`src/design/half_single_float_convert_core_assert.svh`:
```
// Assertion macros for the half/single float converter
`ifndef HALF_SINGLE_FLOAT_CONVERT_CORE_ASSERT_SVH
`define HALF_SINGLE_FLOAT_CONVERT_CORE_ASSERT_SVH
`ifndef NO_ASSERTIONS
`define HSFC_ASSERT_IMP(label, ante, cons, msg) \
  label: assert property (@(posedge clk) disable iff (!rst_n) (ante) |-> (cons)) else $error(msg);
`define HSFC_ASSERT_NXT(label, ante, cons, msg) \
  label: assert property (@(posedge clk) disable iff (!rst_n) (ante) |=> (cons)) else $error(msg);
`else
`define HSFC_ASSERT_IMP(label, ante, cons, msg)
`define HSFC_ASSERT_NXT(label, ante, cons, msg)
`endif
`endif

```
`src/design/hsfc_pkg.sv`:
```
// ----------------------------------------------------------------------------
// hsfc_pkg
// Shared constants and opcodes for the binary16/binary32 converter.
// ----------------------------------------------------------------------------
`timescale 1ns / 1ps
`default_nettype none
package hsfc_pkg;
  localparam logic OP_WIDEN  = 1'b0;
  localparam logic OP_NARROW = 1'b1;
  localparam logic [31:0] S_QNAN   = 32'h7FC0_0000;
  localparam logic [31:0] S_EXPINF = 32'h7F80_0000;
  localparam logic [15:0] H_EXPINF = 16'h7C00;
  localparam logic [15:0] H_QNAN   = 16'h0200;
  localparam logic [7:0]  BIAS_DIFF = 8'd112;
endpackage
`default_nettype wire

```
`src/design/hsfc_convert.sv`:
```
// ----------------------------------------------------------------------------
// hsfc_convert
// Combinational conversion between binary16 and binary32 bit patterns.
// ----------------------------------------------------------------------------
`timescale 1ns / 1ps
`default_nettype none
module hsfc_convert import hsfc_pkg::*; (
  input  wire logic        opcode,
  input  wire logic [31:0] operand_bits,
  output logic      [31:0] result_bits
);
  logic [31:0] wide;
  logic [15:0] narrow;
  logic [4:0]  he;
  logic [9:0]  hm;
  logic [7:0]  se;
  logic [3:0]  lz;
  logic [9:0]  nm;
  logic [7:0]  ne;

  always_comb begin
    he = operand_bits[14:10];
    hm = operand_bits[9:0];
    // leading-zero count over the 10-bit subnormal mantissa
    lz = 4'd9;
    for (int i = 0; i < 10; i++) begin
      if (hm[i]) lz = 4'(9 - i);
    end
    nm = 10'(hm << (lz + 4'd1));
    ne = 8'd113 - 8'(lz) - 8'd1;
    if (he == 5'd0) begin
      if (hm == 10'd0) wide = {operand_bits[15], 31'd0};
      else wide = {operand_bits[15], ne, nm, 13'd0};
    end else if (he == 5'h1F) begin
      wide = {operand_bits[15], 31'd0} | ((hm != 10'd0) ? S_QNAN : S_EXPINF);
    end else begin
      wide = {operand_bits[15], 8'({3'd0, he} + BIAS_DIFF), hm, 13'd0};
    end

    se = operand_bits[30:23];
    if (se == 8'hFF) begin
      narrow = {operand_bits[31], 15'd0} | H_EXPINF
             | ((operand_bits[22:0] != 23'd0) ? H_QNAN : 16'd0);
    end else if (se <= BIAS_DIFF) begin
      narrow = {operand_bits[31], 15'd0};
    end else if (se >= 8'd143) begin
      narrow = {operand_bits[31], 15'd0} | H_EXPINF;
    end else begin
      narrow = {operand_bits[31], 5'(se - BIAS_DIFF), operand_bits[22:13]};
    end

    result_bits = (opcode == OP_NARROW) ? {16'd0, narrow} : wide;
  end
endmodule
`default_nettype wire

```
`src/design/half_single_float_convert_core.sv`:
```
// ----------------------------------------------------------------------------
// half_single_float_convert_core
// IEEE binary16 <-> binary32 converter, one transaction per cycle.
// ----------------------------------------------------------------------------
// A transaction is taken whenever start is high (busy is always low); its
// result passes through the input register and then the result register and
// appears on out_result_bits with out_valid, for one cycle only. The receiver
// cannot stall, so every result must be captured when out_valid is high.
`timescale 1ns / 1ps
`default_nettype none
`include "half_single_float_convert_core_assert.svh"
module half_single_float_convert_core import hsfc_pkg::*; (
  input  wire logic        clk,
  input  wire logic        rst_n,
  input  wire logic        start,
  output logic             busy,
  input  wire logic        in_opcode,
  input  wire logic [31:0] in_operand_bits,
  output logic             out_valid,
  output logic      [31:0] out_result_bits
);
  logic        vld_r, res_vld_r;
  logic        op_r;
  logic [31:0] opnd_r, res_r, res_nxt;

  assign busy = 1'b0;

  always_ff @(posedge clk) begin
    if (!rst_n) begin
      vld_r     <= 1'b0;
      res_vld_r <= 1'b0;
    end else begin
      vld_r     <= start;
      res_vld_r <= vld_r;
    end
  end

  always_ff @(posedge clk) begin
    op_r   <= in_opcode;
    opnd_r <= in_operand_bits;
    res_r  <= res_nxt;
  end

  hsfc_convert u_conv (
    .opcode       (op_r),
    .operand_bits (opnd_r),
    .result_bits  (res_nxt)
  );

  assign out_valid       = res_vld_r;
  assign out_result_bits = res_r;

  `HSFC_ASSERT_NXT(a_pipe_valid, start, vld_r, "accepted transaction lost")
  `HSFC_ASSERT_NXT(a_res_valid, vld_r, out_valid, "result strobe missing")
  `HSFC_ASSERT_NXT(a_narrow_upper, vld_r && op_r == OP_NARROW,
                   out_result_bits[31:16] == 16'd0, "binary16 upper bits set")
  `HSFC_ASSERT_IMP(a_no_busy, 1'b1, !busy, "busy raised")
endmodule
`default_nettype wire
```
`config.mk`:
```
export PLATFORM = sky130hd
export DESIGN_NAME = half_single_float_convert_core
export DESIGN_NICKNAME = d
export VERILOG_FILES = /design/src/design/hsfc_pkg.sv /design/src/design/hsfc_convert.sv /design/src/design/half_single_float_convert_core.sv
export VERILOG_INCLUDE_DIRS = /design/src /design/src/design
export SDC_FILE = /design/constraint.sdc
export NUM_CORES = 1
export LEC_CHECK = 0
export BUFFER_PORTS_ARGS = -buffer_cell sky130_fd_sc_hd__clkbuf_2
export CAP_MARGIN = 10
export CORE_MARGIN = 2
export CORE_UTILIZATION = 50
export CTS_CLUSTER_DIAMETER = 120
export CTS_CLUSTER_SIZE = 28
export DETAILED_ROUTE_END_ITERATION = 16
export GPL_ROUTABILITY_DRIVEN = 0
export PLACE_DENSITY = 0.86
export SETUP_SLACK_MARGIN = 0.4
export SLEW_MARGIN = 30
export SYNTH_ARGS = -nofsm -noshare
export SYNTH_HDL_FRONTEND = slang
export SYNTH_SLANG_ARGS = --single-unit
```
`constraint.sdc`:
```
create_clock -name clk -period 2.8 [get_ports clk]
set_input_delay 0.42 -clock clk [delete_from_list [all_inputs] [get_ports clk]]
set_output_delay 0.42 -clock clk [all_outputs]
set_load 0.01 [all_outputs]
```
-- Word level (Yosys, flattened, before mapping)
Index checks and enable logic that the tools add are counted.
Widths: inputs -> output; s select.
- bitwise gates (word level): 2
- magnitude comparators: 2
- multiplexer cells: 18
- equality and inequality tests: 2
- reduce and logical (&&, ||, !) cells: 4
- shift operators: 1
- add/sub/neg operators: 5
- operators by type and width (kind ; count):
    $mux 32 ; 2
    $mux 16 ; 2
    $mux 4 ; 8
    $or 32x31->32 ; 1
    $mux 31 ; 1
    $mux 15 ; 2
    $mux 23 ; 1
    $reduce_bool 23->1 ; 1
    $or 16x10->16 ; 1
    $logic_not 10->1 ; 1
    $mux 10 ; 1
    $reduce_bool 10->1 ; 1
    $shl 10x4->10 ; 1
    $add 5x7->8 const B ; 1
    $eq 8x8->1 const B ; 1
    $ge 8x8->1 const B ; 1
    $le 8x7->1 const B ; 1
    $sub 7x4->8 const A ; 1
    $sub 8x1->8 const B ; 1
    $eq 5x5->1 const B ; 1
    $logic_not 5->1 ; 1
    $sub 5x5->5 const B ; 1
    $add 4x1->4 const B ; 1
    $mux 1 ; 1
- input port bits: 36
- register bits after elaboration: 67
- word-level logic and storage cells: 40
- output and inout port bits: 34

-- Logic depth before layout (Yosys ltp)
Gate-level depths: netlist (run 1).
- depth in word-level cells: 14
- mapped depth: 11
- depth with buffers taken out: 9

-- Modules after synthesis
From an unflattened synthesis (run 1), not the netlist that was laid out.
- cell total of the unflattened synthesis: 252
- area total of the unflattened synthesis: 2479.9 sq um
- modules (own cells, without submodules) (module ; sequential area each (sq um) ; area an instance (sq um) ; cells each ; instances):
    half_single_float_convert_core ; 1341.3 ; 1365.1 ; 71 ; 1
    hsfc_convert ; 0.0 ; 1114.8 ; 181 ; 1

-- Worst setup path before layout (run 1)
Ideal clock, no wire load.
- kind: reg2reg
- start point: register opnd_r[7]
- end point: register res_r[17] (netlist: out_result_bits[17])
- path buffers: 3
- period minus slack after synthesis: 2.300 ns
- data arrival time: 2.179 ns
- required time: 2.678 ns
- path slack: 0.500 ns
- library setup time: 0.122 ns
- cell stages (with the launch flop): 10
- path through: dfxtp_1 clkbuf_1 nor2b_1 nor3_2 and2_1 buf_4 ha_1 clkbuf_1 nor2_1 a221o_1
- cells in the longest elaborated chain, start to end: 7
- elaborated cells on any way between the ends: 8
- classes of those cells: add/sub (1); shift (1); mux (5); reduce/logical (1)
- ends and longest elaborated chain (item ; line ; text):
    start, declared ; half_single_float_convert_core.sv:24 ; logic [31:0] opnd_r, res_r, res_nxt;
    start signal, assigned ; half_single_float_convert_core.sv:40 ; opnd_r <= in_operand_bits;
    $mux 4 (3 in series) ; hsfc_convert.sv:27 ; if (hm[i]) lz = 4'(9 - i);
    $add 4x1->4 ; hsfc_convert.sv:29 ; nm = 10'(hm << (lz + 4'd1));
    $shl 10x4->10 ; hsfc_convert.sv:29 ;
    $mux 31 * ; hsfc_convert.sv:32 ; if (hm == 10'd0) wide = {operand_bits[15], 31'd0};
    $mux 32 * ; hsfc_convert.sv:31 ; if (he == 5'd0) begin
    end signal, assigned ; half_single_float_convert_core.sv:41 ; res_r <= res_nxt;
    end, declared ; half_single_float_convert_core.sv:24 ;
Every way passes the cells marked *; elsewhere a longest branch is shown, timed or not.
A chain may end at the register's enable or synchronous reset.

-- Worst setup path after layout (run 1)
- start point: register opnd_r[9]
- end point: register res_r[21] (netlist: out_result_bits[21])
- cells in the longest elaborated chain, start to end: 5
- elaborated cells on any way between the ends: 6
- classes of those cells: add/sub (1); shift (1); mux (3); reduce/logical (1)
- ends and longest elaborated chain (item ; line):
    $mux 4 ; hsfc_convert.sv:27
    $add 4x1->4 ; hsfc_convert.sv:29
    $shl 10x4->10 ; hsfc_convert.sv:29
    $mux 31 * ; hsfc_convert.sv:32
    $mux 32 * ; hsfc_convert.sv:31
Marked as above.

==> results of run 1 <==
[through the flow]
step,cells,power [uW],util (%),cell area (sq um)
3_5_place_dp,385,1270,60.8,2890
6_report,402,2060,66.4,3160
3_3_place_gp,385,1260,60.8,2890
2_1_floorplan,255,1180,-,2470
4_1_cts,402,2070,65.4,3110
5_1_grt,402,2150,66.4,3160
[Yosys cell counts, drive strengths merged (3+ instances only)]
master	n	area share, %
a21oi	15	3.5
nand2	16	2.4
or4	4	1.4
nor3b	3	0.91
nor2	21	3.2
a21o	3	0.96
buf	6	1.9
o21ai	11	2.2
clkbuf	8	1.2
and2	13	3.3
nor2b	7	1.8
nor4	5	1.3
dfxtp	66	53
a22oi	3	0.91
o211ai	4	1.2
nand3	7	1.4
a31oi	3	0.76
a21boi	5	1.5
mux2i	5	2.0
nor3	10	2.2
inv	7	1.1
[registers in the layout (all words and copies together), names as in the netlist]
register,count
vld_r,1
op_r,1
opnd_r,32
out_result_bits,31
out_valid,1
[per-layer routing]
layer  vias to the layer above  share of wire [%]  track usage, %
li1                       1055                  -               -
met1                       987                 41            24.7
met2                       108                 48            31.5
met3                        14                8.3            6.50
met4                         0                2.9            14.1
met5                         -                  0               0
[layout make-up]
type                    instances  area share (%)
clock buffers                  12            4.91
flip-flops and latches         66            42.0
inverters                       7           0.832
multi-input cells             168            34.9
clock inverters                 4            1.58
well taps                      67            2.65
repair buffers                 78            13.1
[logic make-up after synthesis]
| family | Yosys count | synth area share (%) |
|---|---|---|
| adders and majority gates | 2 | 1.01 |
| AOI/OAI and AO/OA | 58 | 16.0 |
| other | 1 | 0.152 |
| xor gates and xnor gates | 3 | 1.67 |
| buffers and inverters | 21 | 4.15 |
| DFF | 66 | 53.4 |
| muxes | 5 | 2.02 |
| and+or+nand+nor | 99 | 21.6 |
[power breakdown]
group	leakage, uW	internal [uW]	switching (uW)	total, uW
clock	0.0000986	458	339	797
sequential	0.000552	993	39.7	1030
combinational	0.000752	107	122	229
total	0.00140	1560	501	2060
[final timing paths]
check                          start             endpoint  cells past startpoint
hold reg to reg                vld_r            out_valid                      1
hold / removal    in_operand_bits[3]            opnd_r[3]                      1
setup / recovery           opnd_r[9]  out_result_bits[21]                      7
setup reg to reg           opnd_r[9]  out_result_bits[21]                      7
[cell usage in the layout (no fill, tap or decap), types with 3 or more instances in the layout]
master / count
a21boi_0: 5
a21oi_1: 14
a22oi_1: 3
a31oi_1: 3
and2_1: 12
buf_4: 10
clkbuf_2: 68
clkbuf_8: 11
dfxtp_1: 62
dfxtp_2: 4
inv_1: 7
mux2i_1: 5
nand2_1: 16
nand3_1: 7
nor2_1: 20
nor2b_1: 6
nor3_1: 9
nor4_1: 4
o211ai_1: 4
o21ai_0: 11
or4_1: 3
[repair_timing]
item	4_1_cts	5_1_grt
gates cloned	0	0
gates resized for setup	4	10
setup endpoints to repair	9	13
hold endpoints to repair	0	0
pin swaps	1	0
buffers inserted	1	0
==> metrics.md, run 1 <==
| Metric | Value |
|---|---|
| Total GRT Usage | `20.6%` |
| CP top delay family | `compound AO/OA/AOI/OAI gates` |
| Worst-margin pin slew | `577 ps` |
| Vias in the first global route | `1856` |
| Die Y | `74.4 microns` |
| Multi-input gate area | `1100 sq um` |
| Worst setup SP type | `flip-flop` |
| Crit path cell chain | `buf_4 > or4_4 > a21oi_4 > xor2_2 > nand2_1 > o221a_1 > a31oi_1` |
| Root buf cell | `clkbuf_8` |
| Crit Path Max Fanout | `9` |
| Hold-fix buffers, CTS | `0` |
| Setup ws final | `530 ps` |
| Max-slew headroom | `61.4%` |
| Die ar. | `5530 sq um` |
| Final WL | `5660 microns` |
| Core Area | `4750 sq um` |
| Sink Count | `66` |
| Syn Area/Cell | `9.71 sq um` |
| Leakage | `0.00140 uW` |
| IR drop worst, VDD | `0.366 mV` |
| Nets | `368` |
| Critical path's slowest cell | `or4_4` |
| CTS tree | `built` |
| Synth Instances | `255` |
| Worst EP arrival | `2530 ps` |
| Grt total ovfl | `0` |
| DR pass1 iterations | `4` |
| Setup TNS | `0 ps` |
| Synth Cell Area | `2470 sq um` |
| R2R setup slack | `530 ps` |
| # IOs | `70` |
| Port Buffers | `68` |
| Cts bufs inserted | `9` |
| DP Worst Slack | `195 ps` |
| Yosys cell types | `52` |
| Synthesis-to-finish area growth | `27.7%` |
| CP endpoint kind | `flip-flop` |
| Worst Path Required | `3060 ps` |
| # diodes | `0` |
| Global-route wire length before repair | `8310 microns` |
| Buffers plus inverters on the worst setup path | `1` |
| Synthesized flop and latch total | `66` |
| Die width | `74.4 microns` |
| Async S/R FF share, synth | `0%` |
| Fmax | `441 MHz` |
| Final Hold Slack | `174 ps` |
| Hold Crit Class | `input port to flip-flop` |
| Layout cell share with drive strength beyond 1 | `33.7%` |
| Post-route antenna net violation count | `0` |
| Initial Util | `52.1%` |
| Clock Skews | `12.2 ps` |
| Max incr delay on CP | `560 ps` |
| Vias per cell | `5.38` |
| Yosys warning total | `0` |
| Clock Tree Buf Depth | `2` |
| Clk slew on worst S/H paths | `70 ps` |
| Iteration-0 DRC Markers | `165` |
| Clock latency on the worst-skew pair | `340 ps` |
| CTS H-tree depth | `3` |
| Final Cycle Share | `81.1%` |
| Final hold vios | `0` |
| Initial antenna violation count | `0` |
| Cell area power density | `652 nW/um^2` |
| Crit path time final | `2270 ps` |
| Vias after detailed routing | `2164` |
| Unrepaired setup endpoints after global routing | `no` |
| Slew Limit Fails | `0` |
| Type of the worst setup path | `flip-flop to flip-flop` |
| Sequential fraction of the synthesis area | `53.4%` |
| EDFF count, synth | `0` |
| Synthesized Nets | `293` |
| DRC Markers | `0` |
| Synth Flop Type | `dfxtp_1` |
| Status | `completed` |
| WL/cell | `14.1 microns` |
| Largest net degree at the start of global routing | `14` |
| Max Cap Violations | `0` |
| Fill cells | `402` |
| # setup viols final | `0` |
| Seq. cell area | `1330 sq um` |
| Row cnt | `25` |
| HPWL Detailed | `4040 microns` |
No activity file was read; power rests on OpenSTA's default activity.
==> run 2, diff against run 1 <==
clock period = 2.1 ns   (was 2.8 ns; I/O delays follow)
==> metrics.md, run 2 (synthesis gave the netlist of run 1 again) <==
| Metric | Value |
|---|---|
| Status | `completed` |
| Sink Count | `66` |
| Largest net degree at the start of global routing | `22` |
| Iteration-0 DRC Markers | `268` |
| Die Y | `74.4 microns` |
| Max incr delay on CP | `440 ps` |
| Critical path's slowest cell | `or4_1` |
| Die ar. | `5530 sq um` |
| Vias after detailed routing | `2426` |
| Cts bufs inserted | `9` |
| Commonest non-fill, non-tap cell in the layout | `clkbuf_2` |
| Final Hold Slack | `74.0 ps` |
| Layout cell share with drive strength beyond 1 | `47.3%` |
| Initial antenna violation count | `0` |
| CP endpoint kind | `flip-flop` |
| Leakage | `0.00160 uW` |
| Top reg by flops | `opnd_r` |
| CP Launch Point | `opnd_r[9]` |
| CP endpoint | `out_result_bits[19]` |
| Max reg flops | `32` |
| Clock latency on the worst-skew pair | `340 ps` |
| Worst Reg-to-Reg Cells | `8` |
| Crit path cell chain | `nand2b_1 > o211ai_1 > and2_4 > ha_4 > buf_4 > xnor2_2 > or4_1 > nand3_1` |
| DRC Markers | `0` |
| Vias per cell | `5.60` |
| Clk slew on worst S/H paths | `70 ps` |
| Hold-fix buffers, CTS | `0` |
| Initial Util | `52.1%` |
| IR drop worst, VDD | `0.530 mV` |
| R2R setup slack | `30 ps` |
| Worst Path Required | `2380 ps` |
| CTS H-tree depth | `3` |
| Hold Crit Class | `input port to flip-flop` |
| Total GRT Usage | `25.4%` |
| Crit Reg-Reg Endpoint | `out_result_bits[19]` |
| Max Cap Violations | `0` |
| Clock Tree Buf Depth | `2` |
| Worst EP arrival | `2350 ps` |
| Worst setup SP type | `flip-flop` |
| Slew Limit Fails | `0` |
| Cell area power density | `739 nW/um^2` |
| Unrepaired setup endpoints after global routing | `yes` |
| Core Area | `4750 sq um` |
| Global-route wire length before repair | `10300 microns` |
| Final hold vios | `0` |
| Row cnt | `25` |
| Grt total ovfl | `0` |
| Crit Path Max Fanout | `6` |
| # setup viols final | `0` |
| Fmax | `483 MHz` |
| HPWL Detailed | `4500 microns` |
| Commonest non-fill, non-tap cells in the layout | `clkbuf_2, dfxtp_1, buf_4` |
| Nets | `400` |
| Final Cycle Share | `98.5%` |
| Post-route antenna net violation count | `0` |
| DR pass1 iterations | `4` |
| Clock Skews | `8.68 ps` |
| Synthesis-to-finish area growth | `46.5%` |
| Critical register-to-register path startpoint | `opnd_r[9]` |
| Port Buffers | `68` |
| Core Util, Final | `76.2%` |
| Type of the worst setup path | `flip-flop to flip-flop` |
| CTS tree | `built` |
| # IOs | `70` |
| Final WL | `7700 microns` |
| Vias in the first global route | `2319` |
| WL/cell | `17.8 microns` |
| Die width | `74.4 microns` |
| Crit path time final | `2070 ps` |
| # diodes | `0` |
| Root buf cell | `clkbuf_8` |
## run 2: where the power goes
group	internal [uW]	switching, uW	total, uW	leakage [uW]
combinational	218	238	456	0.000969
sequential	1320	53.1	1370	0.000553
clock	418	428	846	0.0000762
## run 2: how the worst min path moves through the flow
stage                        startpoint         end  depth (start not counted)
floorplan                     in_opcode        op_r                          0
global placement                  vld_r   out_valid                          1
detailed placement  in_operand_bits[23]  opnd_r[23]                          1
CTS                 in_operand_bits[16]  opnd_r[16]                          1
global route         in_operand_bits[3]   opnd_r[3]                          1
finish              in_operand_bits[16]  opnd_r[16]                          1
## run 2: final cells by class
class                   count  area [sq um]
flip-flops and latches     66          1340
clock buffers              12           135
inverters                   7          28.8
repair buffers            109           678
clock inverters             3          17.5
fillers                   320          1130
well taps                  67          83.8
multi-input cells         169          1340
## run 2: metrics by stage
stage                     instances  setup WS (ps)  area [sq um]  TNS, ps  power (uW)
after floorplan                 255           62.6          2590        0        1600
after global placement          401           96.9          3090        0        1720
after global routing            433          -26.1          3620    -26.1        2800
final                           433           30.5          3620        0        2680
after detailed placement        401           13.4          3090        0        1730
after CTS                       424            159          3400        0        2610
## run 2: critical path, delay by kind of cell, from the launching register on
| family | cells | cell delay [ps] |
|---|---|---|
| fa+ha+maj | 1 | 210 |
| simple gates | 4 | 920 |
| buf+inv | 1 | 160 |
| compound gates | 1 | 150 |
| flops | 1 | 380 |
| xor+xnor | 1 | 170 |
## run 2: routing by layer
metal	vias to the layer above	GRT usage, %	wire (microns)
li1	1119	-	-
met1	1121	25.9	2750
met2	139	43.8	3900
met3	47	9.62	584
met4	0	15.9	459
met5	-	0	0
## run 2: timing repair
action / 4_1_cts / 5_1_grt
buffers inserted: 7 / 9
cloned: 1 / 0
setup endpoints to repair: 17 / 26
pin swaps: 8 / 14
resized for setup: 27 / 40
